[config.mk]
export PLATFORM = sky130hd
export DESIGN_NAME = amr_payload_toc_deframer_top_flat
export DESIGN_NICKNAME = d
export VERILOG_FILES = /design/src/design/amrtd_pkg.sv /design/src/design/amrtd_in_if.sv /design/src/design/amrtd_out_if.sv /design/src/design/amrtd_toc_mem.sv /design/src/design/amrtd_out_stage.sv /design/src/design/amrtd_ctrl.sv /design/src/design/amr_payload_toc_deframer_top.sv /design/src/flat_wrapper.sv
export SDC_FILE = /design/constraint.sdc
export NUM_CORES = 1
export LEC_CHECK = 0
export ABC_CLOCK_PERIOD_IN_PS = 3200
export BUFFER_PORTS_ARGS = -buffer_cell sky130_fd_sc_hd__buf_4
export CAP_MARGIN = 40
export CORE_UTILIZATION = 50
export CTS_BUF_LIST = sky130_fd_sc_hd__clkbuf_2 sky130_fd_sc_hd__clkbuf_4 sky130_fd_sc_hd__clkbuf_8
export DETAILED_ROUTE_END_ITERATION = 8
export GPL_TIMING_DRIVEN = 0
export PLACE_DENSITY = 0.7
export SETUP_SLACK_MARGIN = 0.05
export SKIP_CTS_REPAIR_TIMING = 1
export SYNTH_ARGS = -nofsm -noshare
export SYNTH_HDL_FRONTEND = slang
export SYNTH_SLANG_ARGS = --single-unit
[constraint.sdc]
create_clock -name clk -period 3.2 [get_ports clk]
set_input_delay 0.64 -clock clk [delete_from_list [all_inputs] [get_ports clk]]
set_output_delay 0.64 -clock clk [all_outputs]
set_load 0.01 [all_outputs]
[src/design/amrtd_pkg.sv]
`default_nettype none

package amrtd_pkg;

	// toc list capacity and derived widths
	localparam int MAX_TOCS = 16;
	localparam int TOC_AW   = (MAX_TOCS > 1) ? $clog2(MAX_TOCS) : 1;
	localparam int TOC_CW   = $clog2(MAX_TOCS + 1);
	localparam int LEN_W    = 5;
	localparam int KIND_W   = 4;

	// packet phase codes
	typedef logic [1:0] phase_t;
	localparam phase_t PH_CMR   = 2'd0;
	localparam phase_t PH_TOC   = 2'd1;
	localparam phase_t PH_DATA  = 2'd2;
	localparam phase_t PH_TRAIL = 2'd3;

	// result status codes
	typedef logic [1:0] status_t;
	localparam status_t ST_DATA  = 2'd0;
	localparam status_t ST_BADTOC = 2'd1;
	localparam status_t ST_TRUNC = 2'd2;
	localparam status_t ST_SHORT = 2'd3;

	// one result word, without the run marker
	typedef struct packed {
		logic [7:0]        out_byte;
		logic              frame_begin;
		logic              frame_end;
		logic [KIND_W-1:0] frame_kind;
		status_t           status;
	} res_t;

	// sequencer to output stage
	typedef struct packed {
		logic push;
		logic flush;
		res_t res;
	} emit_req_t;

	// toc memory write and read requests
	typedef struct packed {
		logic              we;
		logic [TOC_AW-1:0] addr;
		logic [7:0]        data;
	} mem_wr_t;

	typedef struct packed {
		logic              re;
		logic [TOC_AW-1:0] addr;
	} mem_rd_t;

	// frame size in bytes for each frame type
	function automatic logic [LEN_W-1:0] frame_len(input logic [KIND_W-1:0] kind);
		logic [LEN_W-1:0] len;
		case (kind)
			4'd0: len = LEN_W'(12);
			4'd1: len = LEN_W'(13);
			4'd2: len = LEN_W'(15);
			4'd3: len = LEN_W'(17);
			4'd4: len = LEN_W'(19);
			4'd5: len = LEN_W'(20);
			4'd6: len = LEN_W'(26);
			4'd7: len = LEN_W'(31);
			4'd8: len = LEN_W'(5);
			default: len = '0;
		endcase
		return len;
	endfunction

	// frame type field of a toc byte
	function automatic logic [KIND_W-1:0] toc_kind(input logic [7:0] toc);
		return toc[6:3];
	endfunction

endpackage

`default_nettype wire

[src/design/amrtd_in_if.sv]
`default_nettype none

interface amrtd_in_if;
	logic       valid;
	logic       ready;
	logic [7:0] payload_byte;
	logic       packet_end;

	modport source (output valid, output payload_byte, output packet_end, input ready);
	modport sink (input valid, input payload_byte, input packet_end, output ready);
endinterface

`default_nettype wire

[src/design/amrtd_out_if.sv]
`default_nettype none

interface amrtd_out_if;
	logic       valid;
	logic       ready;
	logic [7:0] out_byte;
	logic       frame_begin;
	logic       frame_end;
	logic [3:0] frame_kind;
	logic [1:0] status;
	logic       run_end;

	modport source (output valid, output out_byte, output frame_begin, output frame_end,
		output frame_kind, output status, output run_end, input ready);
	modport sink (input valid, input out_byte, input frame_begin, input frame_end,
		input frame_kind, input status, input run_end, output ready);
endinterface

`default_nettype wire

[src/design/amrtd_toc_mem.sv]
`default_nettype none

module amrtd_toc_mem
	import amrtd_pkg::*;
(
	input  wire logic    clk,
	input  wire mem_wr_t wr,
	input  wire mem_rd_t rd,
	output logic [7:0]   rd_data
);

	logic [7:0] mem [MAX_TOCS];

	// single write port
	always_ff @(posedge clk) begin
		if (wr.we) begin
			mem[wr.addr] <= wr.data;
		end
	end

	// registered read port
	always_ff @(posedge clk) begin
		if (rd.re) begin
			rd_data <= mem[rd.addr];
		end
	end

endmodule

`default_nettype wire

[src/design/amrtd_out_stage.sv]
`default_nettype none

module amrtd_out_stage
	import amrtd_pkg::*;
(
	input  wire logic      clk,
	input  wire logic      arst_n,
	input  wire emit_req_t req,
	output logic           room,
	amrtd_out_if.source    dout
);

	logic out_v_q;
	res_t out_q;
	logic run_end_q;
	logic hold_v_q;
	res_t hold_q;
	logic out_free;
	logic load;

	// the held word waits until the next one shows whether it ends the run
	assign out_free = !out_v_q || dout.ready;
	assign room     = !hold_v_q || out_free;
	assign load     = (req.push || req.flush) && room && hold_v_q;

	// hold register
	always_ff @(posedge clk or negedge arst_n) begin
		if (!arst_n) begin
			hold_v_q <= 1'b0;
		end else if (room) begin
			if (req.push) begin
				hold_v_q <= 1'b1;
			end else if (req.flush) begin
				hold_v_q <= 1'b0;
			end
		end
	end

	always_ff @(posedge clk) begin
		if (req.push && room) begin
			hold_q <= req.res;
		end
	end

	// output register
	always_ff @(posedge clk or negedge arst_n) begin
		if (!arst_n) begin
			out_v_q <= 1'b0;
		end else if (load) begin
			out_v_q <= 1'b1;
		end else if (dout.ready) begin
			out_v_q <= 1'b0;
		end
	end

	always_ff @(posedge clk) begin
		if (load) begin
			out_q     <= hold_q;
			run_end_q <= req.flush;
		end
	end

	assign dout.valid       = out_v_q;
	assign dout.out_byte    = out_q.out_byte;
	assign dout.frame_begin = out_q.frame_begin;
	assign dout.frame_end   = out_q.frame_end;
	assign dout.frame_kind  = out_q.frame_kind;
	assign dout.status      = out_q.status;
	assign dout.run_end     = run_end_q;

endmodule

`default_nettype wire

[src/design/amrtd_ctrl.sv]
`default_nettype none

module amrtd_ctrl
	import amrtd_pkg::*;
(
	input  wire logic        clk,
	input  wire logic        arst_n,
	input  wire logic        acc,
	input  wire logic [7:0]  in_byte,
	input  wire logic        in_last,
	output logic             idle,
	output emit_req_t        req,
	input  wire logic        room,
	output mem_wr_t          wr,
	output mem_rd_t          rd,
	input  wire logic [7:0]  rd_data
);

	typedef enum logic [6:0] {
		S_IDLE   = 7'b0000001,
		S_PROC   = 7'b0000010,
		S_BODY   = 7'b0000100,
		S_ADV_RD = 7'b0001000,
		S_ADV_EV = 7'b0010000,
		S_TRUNC  = 7'b0100000,
		S_DONE   = 7'b1000000
	} state_t;

	state_t            st_q;
	phase_t            phase_q;
	logic [TOC_CW-1:0] toc_total_q;
	logic [TOC_CW-1:0] cursor_q;
	logic [LEN_W-1:0]  rem_q;
	logic [7:0]        cur_toc_q;
	logic [7:0]        byte_q;
	logic              last_q;

	logic [KIND_W-1:0] k_cur;
	logic [LEN_W-1:0]  len_cur;
	logic [KIND_W-1:0] rd_kind;
	logic [LEN_W-1:0]  rd_len;
	logic              bad_list;
	logic              more;
	logic              stall;

	assign k_cur    = toc_kind(cur_toc_q);
	assign len_cur  = frame_len(k_cur);
	assign rd_kind  = toc_kind(rd_data);
	assign rd_len   = frame_len(rd_kind);
	assign bad_list = (toc_total_q >= TOC_CW'(MAX_TOCS)) || (byte_q[7] && last_q);
	assign more     = cursor_q < toc_total_q;
	assign idle     = st_q == S_IDLE;

	// result words produced by each step
	always_comb begin
		req = '0;
		case (st_q)
			S_PROC: begin
				case (phase_q)
					PH_CMR: begin
						if (last_q) begin
							req.push       = 1'b1;
							req.res.status = ST_SHORT;
						end
					end
					PH_TOC: begin
						if (bad_list) begin
							req.push       = 1'b1;
							req.res.status = ST_BADTOC;
						end
					end
					PH_DATA: begin
						if (rem_q == len_cur) begin
							req.push            = 1'b1;
							req.res.out_byte    = cur_toc_q;
							req.res.frame_begin = 1'b1;
							req.res.frame_kind  = k_cur;
							req.res.status      = ST_DATA;
						end
					end
					default: ;
				endcase
			end
			S_BODY: begin
				req.push           = 1'b1;
				req.res.out_byte   = byte_q;
				req.res.frame_end  = rem_q <= LEN_W'(1);
				req.res.frame_kind = k_cur;
				req.res.status     = ST_DATA;
			end
			S_ADV_EV: begin
				if (rd_len == '0) begin
					req.push            = 1'b1;
					req.res.out_byte    = rd_data;
					req.res.frame_begin = 1'b1;
					req.res.frame_end   = 1'b1;
					req.res.frame_kind  = rd_kind;
					req.res.status      = ST_DATA;
				end
			end
			S_TRUNC: begin
				req.push           = 1'b1;
				req.res.frame_kind = k_cur;
				req.res.status     = ST_TRUNC;
			end
			S_DONE: begin
				req.flush = 1'b1;
			end
			default: ;
		endcase
	end

	assign stall = (req.push || req.flush) && !room;

	// toc memory accesses
	always_comb begin
		wr.we   = (st_q == S_PROC) && (phase_q == PH_TOC) && !bad_list;
		wr.addr = toc_total_q[TOC_AW-1:0];
		wr.data = byte_q;
		rd.re   = (st_q == S_ADV_RD) && more;
		rd.addr = cursor_q[TOC_AW-1:0];
	end

	// sequencer and packet state
	always_ff @(posedge clk or negedge arst_n) begin
		if (!arst_n) begin
			st_q        <= S_IDLE;
			phase_q     <= PH_CMR;
			toc_total_q <= '0;
			cursor_q    <= '0;
			rem_q       <= '0;
		end else if (!stall) begin
			case (st_q)
				S_IDLE: begin
					if (acc) begin
						st_q <= S_PROC;
					end
				end
				S_PROC: begin
					case (phase_q)
						PH_CMR: begin
							if (!last_q) begin
								phase_q     <= PH_TOC;
								toc_total_q <= '0;
								cursor_q    <= '0;
								rem_q       <= '0;
							end
							st_q <= S_DONE;
						end
						PH_TOC: begin
							if (bad_list) begin
								phase_q <= PH_TRAIL;
								st_q    <= S_DONE;
							end else begin
								toc_total_q <= toc_total_q + TOC_CW'(1);
								if (!byte_q[7]) begin
									cursor_q <= '0;
									st_q     <= S_ADV_RD;
								end else begin
									st_q <= S_DONE;
								end
							end
						end
						PH_DATA: begin
							st_q <= S_BODY;
						end
						default: begin
							st_q <= S_DONE;
						end
					endcase
				end
				S_BODY: begin
					if (rem_q <= LEN_W'(1)) begin
						cursor_q <= cursor_q + TOC_CW'(1);
						st_q     <= S_ADV_RD;
					end else begin
						rem_q <= rem_q - LEN_W'(1);
						st_q  <= last_q ? S_TRUNC : S_DONE;
					end
				end
				S_ADV_RD: begin
					if (more) begin
						st_q <= S_ADV_EV;
					end else begin
						rem_q   <= '0;
						phase_q <= PH_TRAIL;
						st_q    <= S_DONE;
					end
				end
				S_ADV_EV: begin
					if (rd_len != '0) begin
						rem_q   <= rd_len;
						phase_q <= PH_DATA;
						st_q    <= last_q ? S_TRUNC : S_DONE;
					end else begin
						cursor_q <= cursor_q + TOC_CW'(1);
						st_q     <= S_ADV_RD;
					end
				end
				S_TRUNC: begin
					st_q <= S_DONE;
				end
				S_DONE: begin
					if (last_q) begin
						phase_q     <= PH_CMR;
						toc_total_q <= '0;
						cursor_q    <= '0;
						rem_q       <= '0;
					end
					st_q <= S_IDLE;
				end
				default: begin
					st_q <= S_IDLE;
				end
			endcase
		end
	end

	// latched input word and current toc
	always_ff @(posedge clk) begin
		if (st_q == S_IDLE && acc) begin
			byte_q <= in_byte;
			last_q <= in_last;
		end
		if (st_q == S_ADV_EV && rd_len != '0) begin
			cur_toc_q <= rd_data;
		end
	end

	// checks
	a_cursor_bound: assert property (@(posedge clk) disable iff (!arst_n)
		cursor_q <= toc_total_q)
		else $error("toc cursor beyond toc count");

	a_total_bound: assert property (@(posedge clk) disable iff (!arst_n)
		toc_total_q <= TOC_CW'(MAX_TOCS))
		else $error("toc count beyond capacity");

	a_data_rem: assert property (@(posedge clk) disable iff (!arst_n)
		phase_q == PH_DATA |-> rem_q != '0)
		else $error("frame data phase with no bytes remaining");

	// an evaluation either follows its read or waits there for output room
	a_read_order: assert property (@(posedge clk) disable iff (!arst_n)
		st_q == S_ADV_EV |-> ($past(st_q) == S_ADV_RD || $past(st_q) == S_ADV_EV))
		else $error("toc evaluated without a read");

	a_idle_clean: assert property (@(posedge clk) disable iff (!arst_n)
		st_q == S_IDLE |-> !req.push && !req.flush)
		else $error("result produced while idle");

endmodule

`default_nettype wire

[src/design/amr_payload_toc_deframer_top.sv]
`default_nettype none

// AMR-NB octet-aligned payload deframer.
// din carries one packet word per handshake: payload_byte plus packet_end on
// the final word. The CMR word is dropped, TOC words are kept in a small
// memory, and frame data comes out on dout as the frame's TOC word
// (frame_begin) followed by its data words (frame_end on the last one).
// status flags short packets, bad TOC lists and truncated frames; run_end
// marks the last result word caused by one input word.
// An input word is taken only when the sequencer is idle. A word passes
// through PROC and DONE (CMR, TOC, trailing word or bad list), a data word
// also through BODY, and one that reports a truncated frame also through
// TRUNC. A TOC list end or frame end adds, per TOC scanned, an ADV_RD
// memory read and an ADV_EV evaluation, plus an ADV_RD when it runs out.
// A result reaches dout once the sequencer makes the next one or finishes
// the word, so the last result is on dout when the next word can be taken.
// When dout stalls, one result sits in the output register and one in a
// hold register; the sequencer then waits, and din stays not ready.
// Reset (arst_n low) empties both registers and returns the block to
// waiting for a CMR word; the TOC memory needs no clearing pass.
module amr_payload_toc_deframer_top
	import amrtd_pkg::*;
(
	input  wire logic   clk,
	input  wire logic   arst_n,
	amrtd_in_if.sink    din,
	amrtd_out_if.source dout
);

	logic      idle;
	logic      acc;
	logic      room;
	emit_req_t req;
	mem_wr_t   wr;
	mem_rd_t   rd;
	logic [7:0] rd_data;

	// input handshake
	assign din.ready = idle;
	assign acc       = din.valid && idle;

	amrtd_ctrl u_ctrl (
		.clk     (clk),
		.arst_n  (arst_n),
		.acc     (acc),
		.in_byte (din.payload_byte),
		.in_last (din.packet_end),
		.idle    (idle),
		.req     (req),
		.room    (room),
		.wr      (wr),
		.rd      (rd),
		.rd_data (rd_data)
	);

	amrtd_toc_mem u_toc_mem (
		.clk     (clk),
		.wr      (wr),
		.rd      (rd),
		.rd_data (rd_data)
	);

	amrtd_out_stage u_out_stage (
		.clk    (clk),
		.arst_n (arst_n),
		.req    (req),
		.room   (room),
		.dout   (dout)
	);

endmodule

`default_nettype wire
[src/flat_wrapper.sv]
// flat-port wrapper written by rule: the top's interface ports become plain ports
module amr_payload_toc_deframer_top_flat import amrtd_pkg::*;
  (clk, arst_n, din_valid, din_payload_byte, din_packet_end, din_ready, dout_valid, dout_out_byte, dout_frame_begin, dout_frame_end, dout_frame_kind, dout_status, dout_run_end, dout_ready);
  amrtd_in_if din_i ();
  amrtd_out_if dout_i ();
  input  wire logic clk;
  input  wire logic arst_n;
  input wire logic [$bits(din_i.valid)-1:0] din_valid;
  input wire logic [$bits(din_i.payload_byte)-1:0] din_payload_byte;
  input wire logic [$bits(din_i.packet_end)-1:0] din_packet_end;
  output wire logic [$bits(din_i.ready)-1:0] din_ready;
  output wire logic [$bits(dout_i.valid)-1:0] dout_valid;
  output wire logic [$bits(dout_i.out_byte)-1:0] dout_out_byte;
  output wire logic [$bits(dout_i.frame_begin)-1:0] dout_frame_begin;
  output wire logic [$bits(dout_i.frame_end)-1:0] dout_frame_end;
  output wire logic [$bits(dout_i.frame_kind)-1:0] dout_frame_kind;
  output wire logic [$bits(dout_i.status)-1:0] dout_status;
  output wire logic [$bits(dout_i.run_end)-1:0] dout_run_end;
  input wire logic [$bits(dout_i.ready)-1:0] dout_ready;
  assign din_i.valid = din_valid;
  assign din_i.payload_byte = din_payload_byte;
  assign din_i.packet_end = din_packet_end;
  assign din_ready = din_i.ready;
  assign dout_valid = dout_i.valid;
  assign dout_out_byte = dout_i.out_byte;
  assign dout_frame_begin = dout_i.frame_begin;
  assign dout_frame_end = dout_i.frame_end;
  assign dout_frame_kind = dout_i.frame_kind;
  assign dout_status = dout_i.status;
  assign dout_run_end = dout_i.run_end;
  assign dout_i.ready = dout_ready;
  amr_payload_toc_deframer_top u_core (.clk(clk), .arst_n(arst_n), .din(din_i), .dout(dout_i));
endmodule
Yosys cells after proc, flatten, opt, wreduce, memory -nomap -nowiden --
Memories as Yosys holds them, arrays and structs flattened. A register that Yosys moved wholly into a read port is not among the register bits. Index checks and enable logic that the tools add are counted.
Word-level totals: flip-flop bits (word level) 76, bits in writable memories 128, ROM bits 160, output and inout port bits 19, word-level logic and storage cells 148, memories 3
Cells by class: add/sub/neg operators 3, order comparisons 3, equality and inequality tests 24, multiplexer cells 58, bitwise logic cells 1, reductions and logical operators 35
Memory list:
- u_core.u_toc_mem.mem | words 16, width 8, read ports 1, clocked after memory_dff 1, wr ports 1, line amrtd_toc_mem.sv:12 | logic [7:0] mem [MAX_TOCS];
- (no name shown) | words 16, width 5, read ports 1, clocked after memory_dff 0, wr ports 0, line amrtd_pkg.sv:57 | case (kind)
- (no name shown) | words 16, width 5, read ports 1, clocked after memory_dff 1, wr ports 0, line amrtd_pkg.sv:57
Operator list (number):
- 5-bit 2-to-1 mux | 11
- 7-bit 2-to-1 mux | 7
- 7-bit case mux with 6 select lines | 1
- 5-bit case mux with 2 select lines | 3
- 5-bit case mux with 5 select lines | 1
- 6-bit case mux with 4 select lines | 1
- 8-bit case mux with 3 select lines | 1
- 5-bit case mux with 4 select lines | 1
- 9-bit 2-to-1 mux | 2
- 16-bit 2-to-1 mux | 1
- 2-bit != test (second input constant) | 8
- 8-bit AND reduction | 2
- 7-bit case mux with 2 select lines | 1
- 1-bit 2-to-1 mux | 12
- 2-bit 2-to-1 mux | 6
- 3-bit != test (second input constant) | 4
- 1-bit logical AND | 11
- 5-bit by 1-bit adder with 5-bit output (second input constant) | 2
- 5-bit nonzero test | 2
- 9-bit AND reduction | 1
- 4-bit 2-to-1 mux | 2
- 2-bit case mux with 4 select lines | 1
- 4-bit nonzero test | 2
- 7-bit by 1-bit equality test with 1-bit output (second input constant) | 1
- 29 further kinds | 40

Depth between registers and ports, before layout --
Gate-level depths: netlist of run 1.
word-level depth 9, mapped depth 10, depth with buffers taken out 10

Modules after synthesis --
A second synthesis of run 1 with hierarchy kept.
Second synthesis, totals: cells, all modules 611, area total of the unflattened synthesis 9486.6 um^2
Modules (own cells, without submodules):
- amrtd_toc_mem | times used 1, cells each 229, area each 5227.5 um^2, seq. area each 4083.9 um^2
- amrtd_ctrl | times used 1, cells each 336, area each 3134.3 um^2, seq. area each 1212.4 um^2
- amrtd_out_stage | times used 1, cells each 45, area each 1118.6 um^2, seq. area each 1041.0 um^2
- amr_payload_toc_deframer_top | times used 1, cells each 1, area each 6.3 um^2, seq. area each 0.0 um^2

Least setup slack after synthesis of run 1 --
OpenSTA, ideal clock, no wires.
path type register -> register, start point register u_core.u_ctrl.st_q[3], end point register u_core.u_out_stage.out_q (netlist bit u_core.u_out_stage.dout.frame_begin) (enable), setup time 0.390 ns, data arrival time 2.464 ns, required time 2.810 ns, slack 0.346 ns, stages on the path, launching flop included 8, path buffers 1, clock period less this slack 2.854 ns, path through dfrtp_1 -> buf_2 -> or4_4 -> nor4_4 -> nor2b_2 -> nand2_1 -> o21ai_0 -> nor2_1
On the way: word-level cells in the longest chain between the ends 6
Ends and longest elaborated chain:
- start: declaration | line amrtd_ctrl.sv:29 | state_t st_q;
- start signal: assignment | line amrtd_ctrl.sv:178 | st_q <= last_q ? S_TRUNC : S_DONE;
- start signal: assignment | line amrtd_ctrl.sv:194 | st_q <= last_q ? S_TRUNC : S_DONE;
- 7-bit by 3-bit equality test with 1-bit output / 7-bit by 6-bit equality test with 1-bit output (equally long branches) | line amrtd_ctrl.sv:57 | case (st_q)
- 2-bit OR reduction (no line)
- 1-bit case mux with 3 select lines | line amrtd_ctrl.sv:57
- 1-bit logical OR * | line amrtd_out_stage.sv:24 | assign load = (req.push || req.flush) && room && hold_v_q;
- 1-bit logical AND * (2 in series) | line amrtd_out_stage.sv:24
- via u_core.u_out_stage.load | line amrtd_out_stage.sv:19 | logic load;
- end signal: assignment | line amrtd_out_stage.sv:58 | out_q <= hold_q;
- end: declaration | line amrtd_out_stage.sv:14 | res_t out_q;
Mark *: on every way through the listed nets, which the timed path passes. The rest lies on a longest branch. A chain may end at the register's enable or synchronous reset.

Worst setup path in the final report of run 1 --
start point register u_core.u_toc_mem.rd_data[3], read port of u_core.u_toc_mem.mem, end point register u_core.u_ctrl.rem_q[3]
On the way: word-level cells in the longest chain between the ends 8
Ends and longest elaborated chain:
- start: declaration | line amrtd_toc_mem.sv:9 | output logic [7:0] rd_data
- memory 16 x 5 bit *
- 5-bit logical NOT | line amrtd_ctrl.sv:92 | if (rd_len == '0) begin
- 1-bit 2-to-1 mux | line amrtd_ctrl.sv:92
- 1-bit case mux with 3 select lines | line amrtd_ctrl.sv:57
- 1-bit logical OR | line amrtd_ctrl.sv:113 | assign stall = (req.push || req.flush) && !room;
- 1-bit logical AND | line amrtd_ctrl.sv:113
- 1-bit inverter (no line)
- 8-bit AND reduction (no line)
- end signal: assignment | line amrtd_ctrl.sv:177 | rem_q <= rem_q - LEN_W'(1);
- end signal: assignment | line amrtd_ctrl.sv:192 | rem_q <= rd_len;
- end: declaration | line amrtd_ctrl.sv:33 | logic [LEN_W-1:0] rem_q;
Mark *: on every way between the ends. The rest lies on a longest branch, timed or not. The select of a mux whose other input is x is not followed.

==> results of run 1 <==
-- report_power, final --
group,internal [mW],leakage (nW),switching [mW]
clock,1.32,0.383,1.08
combinational,0.725,1.34,0.884
sequential,3.34,2.05,0.248
total,5.38,3.78,2.21
-- registers in the layout (all words and copies together) (netlist names), 4 cells and up --
register / count
u_core.u_out_stage.dout.out_byte: 8
u_core.u_ctrl.toc_total_q: 5
u_core.u_out_stage.hold_q: 16
u_core.u_out_stage.dout.frame_kind: 4
u_core.u_toc_mem.mem: 128
u_core.u_ctrl.len_cur: 5
u_core.u_ctrl.cursor_q: 5
u_core.u_ctrl.cur_toc_q: 8
u_core.u_ctrl.rem_q: 5
u_core.u_toc_mem.rd_data: 8
u_core.u_ctrl.byte_q: 8
u_core.u_ctrl.st_q: 7
-- stage by stage --
step                hold WS [ns]  area [sq um]  power [mW]
finish                    0.0229         10600        7.60
global route              0.0258         10600        7.93
CTS                      0.00533         10600        7.63
detailed placement         0.407          9880        5.24
global placement           0.405          9820        5.15
floorplan                  0.344          9300        4.67
-- per-layer routing --
metal | global-route usage, % | vias up | routed length (microns)
met5 | 0 | - | 0
met4 | 8.81 | 0 | 515
met3 | 4.81 | 40 | 1330
met2 | 32.4 | 188 | 8870
met1 | 29.2 | 2677 | 8480
li1 | - | 2424 | -
-- logic make-up after synthesis --
group / Yosys count / synth area share (%)
and+or+nand+nor: 149 / 8.54
adders and majority gates: 25 / 3.36
DFF: 217 / 68.1
muxes: 48 / 10.7
xor gates and xnor gates: 10 / 0.942
AOI/OAI and AO/OA: 86 / 6.36
buffers and inverters: 46 / 1.98
-- critical path, cell delays in order (launching register included) --
cell and delay (ns):
edfxtp_1 0.52, inv_1 0.17, ha_1 0.18, nor2b_1 0.32
nor4_4 0.13, nor2_1 0.39, inv_1 0.13, or3_4 0.44
or2_4 0.27, mux2_4 0.30
-- cell usage in the layout (no fill, tap or decap), types with 11 or more instances in the layout --
| cell type | instances |
|---|---|
| clkbuf_8 | 40 |
| inv_1 | 24 |
| and2_1 | 18 |
| clkbuf_1 | 13 |
| clkbuf_4 | 14 |
| o21ai_0 | 20 |
| a21oi_1 | 16 |
| nor2_1 | 27 |
| edfxtp_1 | 186 |
| nor3_1 | 11 |
| nand3_1 | 12 |
| nand2_1 | 40 |
| dfrtp_1 | 25 |
| ha_1 | 25 |
| buf_4 | 35 |
| mux4_2 | 40 |
-- cell type report --
cell class,count,area (sq um),share of cell area (%)
sequential,217,6340,59.8
multi-input combinational,318,2800,26.4
clock buffer,54,656,6.18
tap,229,287,2.70
timing repair buffer,36,282,2.65
buffer,22,93.8,0.885
inverter,24,90.1,0.850
clock inverter,11,60.1,0.566
-- final timing paths --
kind                                                     from                             endpoint  slack, ns  cells after the start
worst max-delay path              u_core.u_toc_mem.rd_data[3]               u_core.u_ctrl.rem_q[3]       0.22                      9
worst min-delay path                                   arst_n                u_core.u_ctrl.st_q[6]       0.02                      1
worst max register to register    u_core.u_toc_mem.rd_data[3]               u_core.u_ctrl.rem_q[3]       0.22                      9
worst min register to register  u_core.u_out_stage.hold_q[10]  u_core.u_out_stage.dout.out_byte[2]       0.42                      0
max in group asynchronous                              arst_n                u_core.u_ctrl.st_q[0]       2.86                      1
min in group clk                          din_payload_byte[7]              u_core.u_ctrl.byte_q[7]       0.28                      1
==> results.json, run 1 <==
{
  "hold_viol": 0,
  "clkTransAtPathRegs_ns": 0.06,
  "pre_cts_ws_ns": 0.119,
  "clock_sinks": 217,
  "max-vdd-ir-drop_v": 0.000397,
  "utilization_pct": 58.6,
  "clock-skew-final_ns": 0.0267,
  "slew_headroom_pct": 42.2,
  "first_pass_iters": 7,
  "vias": 5329,
  "syn_nets": 619,
  "avgSynthCellArea_sq_um": 16.0,
  "drive_above_1_share_pct": 24.2,
  "routedWlPerCell_microns": 21.1,
  "worstPathArrival_ns": 3.40,
  "io_pins": 32,
  "die_h_microns": 138,
  "yosysTopAreaCell": "edfxtp_1",
  "status": "complete, but fails checks",
  "fmax_mhz": 336,
  "coreArea_sq_mm": 0.0181,
  "synth_top_cell_area_share_pct": 60.1,
  "syn_inst": 581,
  "ys_seq_area_share_pct": 68.1,
  "drc_errors": 6,
  "grt_pass1_vias": 5456,
  "hold_path_class": "input pin to asynchronous set/reset pin",
  "worst-path-max-fanout": 8,
  "grt_overflow": 0,
  "viasPerCell": 5.85,
  "rows": 49,
  "initial_core_util_pct": 51.4,
  "cts_tree": "yes",
  "drtAntennaViolNets": 0,
  "clock_path_buffers": 3,
  "final.setup.worst_slack_ns": 0.221,
  "power.density_mw_per_mm2": 716,
  "finalSetupTns_ns": 0,
  "ys_types": 69,
  "crit_path_end_kind": "flop",
  "routed_wl_microns": 19200,
  "grt_pass1_wl_microns": 30200,
  "power_leakage_nw": 3.78,
  "dp_cells": 846,
  "clock_latency_ns": 0.54,
  "synth_top_flop_cell": "edfxtp_1",
  "port_buffers": 31,
  "synthTopCellsByArea": "edfxtp_1 60%, mux4_2 9.7%, dfrtp_1 6.7%, ha_1 3.4%, nand2_1 1.6%",
  "gp_congestion": 0.859,
  "nets": 694,
  "worstSetupStartpointType": "flop",
  "rsz0062_at_grt": "no",
  "critPathKind": "flop to flop",
  "syn_area_sq_mm": 0.00930,
  "cts_root_buffer": "clkbuf_8",
  "synth.most_common_cell": "edfxtp_1",
  "drtIter0Drc": 462,
  "finalSetupViolations": 0,
  "fin_crit_ns": 2.98,
  "synth-edff-count": 186,
  "grt_max_degree": 27,
  "synthArstFlopShare_pct": 12.0,
  "stdcell_count": 911,
  "ys_ff_latch": 217,
  "grt.total_usage_pct": 21.1,
  "fp.dieArea_sq_mm": 0.0192,
  "n_fill_cell": 1363,
  "cts-buffers-inserted": 37,
  "antenna_cells": 0,
  "finalMaxSlewViolations": 0,
  "area_growth_pct": 14.0,
  "drv_cap": 0,
  "worstPathRequired_ns": 3.62,
  "dp_hpwl_microns": 13300,
  "yosys-top-cells-count": "186 x edfxtp_1, 40 x mux4_2, 40 x nand2_1",
  "yosys_warnings": 0,
  "htreeDepth": 2,
  "worst_pin_slew_ns": 0.859,
  "fp.dieW_microns": 138,
  "violations": "DRC",
  "period_share_pct": 93.1,
  "antenna_found_initial": 0
}
Power figures use the tool's default switching activity.
==> run 2, diff against run 1 <==
Settings changed: ABC_AREA set to 1.
==> results.json, run 2 <==
{
  "status": "completed",
  "ys_ff_latch": 217,
  "ys_seq_area_share_pct": 65.6,
  "max_stage_delay_ns": 0.83,
  "fp.dieW_microns": 141,
  "grt_pass1_vias": 6199,
  "routedWlPerCell_microns": 17.8,
  "route.met2.wl_microns": 9530,
  "crit_slowest_cell": "edfxtp_1",
  "ys_types": 52,
  "r2r.worst_path.cells": 9,
  "grt.total_usage_pct": 21.5,
  "synthTopCellsByArea": "edfxtp_1 58%, dfrtp_1 6.5%, nand2_1 5.0%, nor2_1 4.3%, ha_1 3.2%",
  "clkTransAtPathRegs_ns": 0.06,
  "combPwrFrac_pct": 13.4,
  "gp_congestion": 0.934,
  "fin_crit_ns": 2.88,
  "worstPathRequired_ns": 3.42,
  "area_growth_pct": 13.0,
  "die_h_microns": 141,
  "cts_tree": "yes",
  "r2r-start": "u_core.u_ctrl.byte_q[7]",
  "finalSetupViolations": 0,
  "htreeDepth": 2,
  "regMostFlops": "u_core.u_toc_mem.mem",
  "synth_top_flop_cell": "edfxtp_1",
  "initial_core_util_pct": 51.3,
  "hold_viol": 0,
  "first_pass_iters": 5,
  "drc_errors": 0,
  "yosysTopAreaCell": "edfxtp_1",
  "yosys_warnings": 0,
  "viasPerCell": 5.53,
  "crit_path_end_kind": "flop",
  "antenna_cells": 0,
  "cts-buffers-inserted": 36,
  "p_seq_share_pct": 52.0,
  "p_switching_mw": 1.86,
  "routed_wl_microns": 20700,
  "fp.dieArea_sq_mm": 0.0199,
  "critPathLaunch": "u_core.u_ctrl.byte_q[7]",
  "vias": 6428,
  "clockPowerShare_pct": 34.6,
  "routed.top_layer": "met4",
  "io_pins": 32,
  "rows": 50,
  "finalMaxSlewViolations": 0,
  "n_fill_cell": 1585,
  "synth-edff-count": 186,
  "grt_max_degree": 27,
  "worst_pin_slew_ns": 0.858,
  "worst-path-max-fanout": 20,
  "clock_path_buffers": 3,
  "critPathKind": "flop to flop",
  "coreArea_sq_mm": 0.0188,
  "worstPathArrival_ns": 3.10,
  "rsz0062_at_grt": "no",
  "grt_pass1_wl_microns": 32400,
  "fmax_mhz": 347,
  "dp_hpwl_microns": 14100,
  "dr_wl_met3_microns": 1690,
  "slew_headroom_pct": 42.6,
  "power.density_mw_per_mm2": 619,
  "syn_nets": 847,
  "finalSetupTns_ns": 0,
  "synth_top_cell_area_share_pct": 57.8,
  "final_cell_mix": "186 x edfxtp_1, 128 x nand2_1, 111 x nor2_1",
  "max-vdd-ir-drop_v": 0.000472,
  "clock_latency_ns": 0.54,
  "syn_area_sq_mm": 0.00966,
  "worstSetupStartpointType": "flop",
  "crit_chain": "a21oi_1 > o22ai_1 > nand2_4 > nand2_1 > nand2_2 > nand3_4 > nand2_1 > nor2_1 > buf_4",
  "m1WireLength_microns": 8830,
  "largest_register_ffs": 128,
  "period_share_pct": 90.0,
  "swShare_pct": 27.6,
  "synthArstFlopShare_pct": 12.0,
  "holdWs_ns": 0.0261,
  "port_buffers": 31,
  "avgSynthCellArea_sq_um": 11.9,
  "crit_path_frequent_cell": "nand2_1",
  "drtAntennaViolNets": 0,
  "yosys-top-cells-count": "186 x edfxtp_1, 128 x nand2_1, 111 x nor2_1",
  "clock_sinks": 217,
  "final_common_cell": "edfxtp_1",
  "cts_root_buffer": "clkbuf_8",
  "nets": 918,
  "synth.most_common_cell": "edfxtp_1",
  "drtIter0Drc": 588,
  "power_leakage_nw": 4.16,
  "hold_path_class": "input pin to asynchronous set/reset pin",
  "drv_cap": 0,
  "syn_inst": 809,
  "clock-skew-final_ns": 0.0275,
  "drive_above_1_share_pct": 17.0,
  "largest_registers": "u_core.u_toc_mem.mem (128), u_core.u_out_stage.hold_q (16)",
  "antenna_found_initial": 0,
  "grt_overflow": 0,
  "internal_power_mw": 4.89
}
[run 2: cell count changes after synthesis, moves of 8 or more]
cell | before | now
nand2_1 | 40 | 128
nor2_1 | 28 | 111
mux4_2 | 40 | 0
nand3_1 | 12 | 44
o21ai_0 | 20 | 47
inv_1 | 24 | 50
o32ai_1 | 2 | 21
and2_1 | 18 | 0
inv_2 | 0 | 14
o221ai_1 | 1 | 15
mux2i_1 | 2 | 14
a21oi_1 | 17 | 8
nor3_1 | 11 | 3
[run 2: area by class of cell]
class                      instances  area (sq um)  area share, %
timing repair buffer              33           245           2.25
sequential                       217          6340           58.0
clock inverter                    14          97.6          0.894
inverter                          70           278           2.54
buffer                            25           106          0.974
clock buffer                      46           589           5.40
multi-input combinational        497          2940           26.9
tap                              260           325           2.98
[run 2: metrics by stage]
step	area, sq um	std cells	power, mW	util (%)	setup WS, ns
final	10900	1162	6.75	58.0	0.320
after global routing	10900	1162	7.02	58.0	0.163
after CTS	10900	1162	6.80	58.0	0.338
after detailed placement	10200	1102	4.47	54.3	0.342
after global placement	10200	1100	4.44	54.3	0.102
after floorplan	9660	809	4.15	-	0.649
[run 2: routing by layer]
layer / up-vias / global-route usage (%)
met3: 55 / 4.59
li1: 3016 / -
met1: 3068 / 29.3
met2: 289 / 34.1
met4: 0 / 8.41
met5: - / 0
[run 2: worst paths after layout]
path,slack [ns],end
worst max-delay path,0.32,u_core.u_out_stage.dout.out_byte[2]
worst min-delay path,0.03,u_core.u_ctrl.rem_q[2]
worst min register to register,0.42,u_core.u_out_stage.dout.frame_kind[1]
max in group asynchronous,2.87,u_core.u_ctrl.st_q[0]
worst max register to register,0.32,u_core.u_out_stage.dout.out_byte[2]
min in group clk,0.30,u_core.u_ctrl.last_q
[run 2: cells by family (layout without fill, tap and decap cells)]
logic type,Yosys count,after routing,synth area share (%)
compound gates,118,118,8.42
xor+xnor,10,10,0.907
fa+ha+maj,25,25,3.24
buf+inv,95,188,3.98
flops,217,217,65.6
mux,14,14,1.45
simple gates,330,330,16.4
[run 2: critical path: cells and delay by family, from the launching register on]
kind	cells	cell delay (ns)
buffers and inverters	1	0.31
flip-flops	1	0.83
AND/OR/NAND/NOR	6	1.00
AO/OA/AOI/OAI	2	0.43
[run 2: power by group through the flow]
stage                     Combinational [mW]  Sequential [mW]  Clock (mW)
after CTS                              0.903             3.51        2.38
after global routing                   0.998             3.53        2.49
final                                  0.902             3.51        2.34
after global placement                 0.884             3.56           0
after floorplan                        0.664             3.48           0
after detailed placement               0.899             3.57           0
==> run 3, diff against run 2 <==
Settings changed: CORE_UTILIZATION 50 to 40, PLACE_DENSITY 0.7 to 0.59.
==> results.json, run 3 (synthesis gave the netlist of run 2 again) <==
{
  "fp.dieArea_sq_mm": 0.0248,
  "ff_latch_area_sq_mm": 0.00634,
  "grt_overflow": 0,
  "area_growth_pct": 14.6,
  "fin_crit_ns": 2.89,
  "cts_root_buffer": "clkbuf_8",
  "n_fill_cell": 2166,
  "clock-skew-final_ns": 0.0277,
  "port_buffers": 31,
  "grt_pass1_wl_microns": 33600,
  "place_area_sq_mm": 0.0103,
  "dp_cells": 1161,
  "crit_path_frequent_cell": "nand2_1",
  "drive_above_1_share_pct": 17.7,
  "die_h_microns": 157,
  "first_pass_iters": 5,
  "regMostFlops": "u_core.u_toc_mem.mem",
  "utilization_pct": 46.9,
  "htreeDepth": 2,
  "clock_sinks": 217,
  "largest_registers": "u_core.u_toc_mem.mem (128), u_core.u_out_stage.hold_q (16)",
  "drtIter0Drc": 591,
  "crit_slowest_cell": "edfxtp_1",
  "initial_core_util_pct": 40.9,
  "finalInstanceArea_sq_mm": 0.0111,
  "drtAntennaViolNets": 0,
  "slew_headroom_pct": 38.9,
  "power_mw": 6.97,
  "crit_path_end_kind": "flop",
  "worst_pin_slew_ns": 0.913,
  "clock_path_buffers": 3,
  "max-vdd-ir-drop_v": 0.000470,
  "fmax_mhz": 347,
  "vias": 6244,
  "finalSetupViolations": 0,
  "antenna_cells": 0,
  "rsz0062_at_grt": "no",
  "finalSetupTns_ns": 0,
  "stdcell_count": 1230,
  "drc_errors": 0,
  "nets": 920,
  "antenna_found_initial": 1,
  "coreArea_sq_mm": 0.0236,
  "worst-path-max-fanout": 20,
  "fp.dieW_microns": 157,
  "worstSetupStartpointType": "flop",
  "final_common_cell": "edfxtp_1",
  "status": "completed",
  "finalMaxSlewViolations": 0,
  "pre_cts_ws_ns": 0.314,
  "routedWlPerCell_microns": 17.5,
  "worst-path-buf-inv": 1,
  "clkTransAtPathRegs_ns": 0.06,
  "multi_input_area_sq_mm": 0.00294,
  "viasPerCell": 5.08,
  "dp_hpwl_microns": 14500,
  "clock_latency_ns": 0.55,
  "final_cell_mix": "186 x edfxtp_1, 128 x nand2_1, 111 x nor2_1",
  "drv_cap": 0,
  "largest_register_ffs": 128,
  "grt_max_degree": 27,
  "crit_chain": "a21oi_1 > o22ai_1 > nand2_4 > nand2_1 > nand2_2 > nand3_4 > nand2_1 > nor2_1 > buf_4",
  "holdWs_ns": 0.00599,
  "final.setup.worst_slack_ns": 0.315,
  "power.density_mw_per_mm2": 630,
  "critPathTopFamily": "simple AND/OR/NAND/NOR gates",
  "gp_congestion": 0.888,
  "worstPathRequired_ns": 3.43,
  "grt_pass1_vias": 5935,
  "io_pins": 32,
  "hold_viol": 0,
  "routed_wl_microns": 21500,
  "power_leakage_nw": 4.21,
  "grt.total_usage_pct": 18.2,
  "critPathKind": "flop to flop",
  "rows": 56,
  "hold_path_class": "input pin to asynchronous set/reset pin",
  "cts-buffers-inserted": 38,
  "period_share_pct": 90.2,
  "cts_tree": "yes",
  "worstPathArrival_ns": 3.11,
  "max_stage_delay_ns": 0.81
}
run 3: cell types whose count changed in the layout (fill, tap and decap cells not counted):
cell,change
clkbuf_4,+4
clkbuf_8,+3
clkinv_1,+1
clkinv_2,+1
clkinvlp_4,-1
inv_6,+1
run 3: final cells by class:
cell class              count  share of cell area [%]
plain buffers              25                   0.960
clock buffers              53                    5.97
clock inverters            16                   0.972
inverters                  70                    2.51
multi-input cells         497                    26.5
flip-flops and latches    217                    57.2
well taps                 319                    3.60
repair buffers             33                    2.21
run 3: layer usage:
metal	GRT usage, %	part of all wire (%)	vias to the layer above
met5	0	0	-
met1	26.3	47	2944
met4	6.70	2.6	0
met3	3.03	6.3	49
met2	27.5	45	222
li1	-	-	3029
run 3: path summary, 6_finish.rpt:
| path | slack (ns) | endpoint | cells past startpoint | startpoint |
|---|---|---|---|---|
| worst min-delay path | 0.006 | u_core.u_ctrl.rem_q[4] | 1 | arst_n |
| worst max-delay path | 0.31 | u_core.u_out_stage.dout.out_byte[1] | 9 | u_core.u_ctrl.byte_q[7] |
| worst max register to register | 0.31 | u_core.u_out_stage.dout.out_byte[1] | 9 | u_core.u_ctrl.byte_q[7] |
| max in group asynchronous | 2.87 | u_core.u_ctrl.st_q[0] | 1 | arst_n |
| worst min register to register | 0.42 | u_core.u_out_stage.dout.out_byte[0] | 0 | u_core.u_out_stage.hold_q[8] |
| min in group clk | 0.28 | u_core.u_ctrl.last_q | 1 | din_packet_end |
run 3: power by group:
part	leakage, nW	total [mW]	switching (mW)	internal, mW
clock	0.409	2.56	1.13	1.43
combinational	1.73	0.906	0.618	0.288
sequential	2.07	3.51	0.194	3.32
run 3: worst register-to-register path, cell delays in order (launching register included):
cell and delay [ns]:
edfxtp_1 0.81, a21oi_1 0.19, o22ai_1 0.24, nand2_4 0.12
nand2_1 0.11, nand2_2 0.07, nand3_4 0.11, nand2_1 0.10
nor2_1 0.50, buf_4 0.31
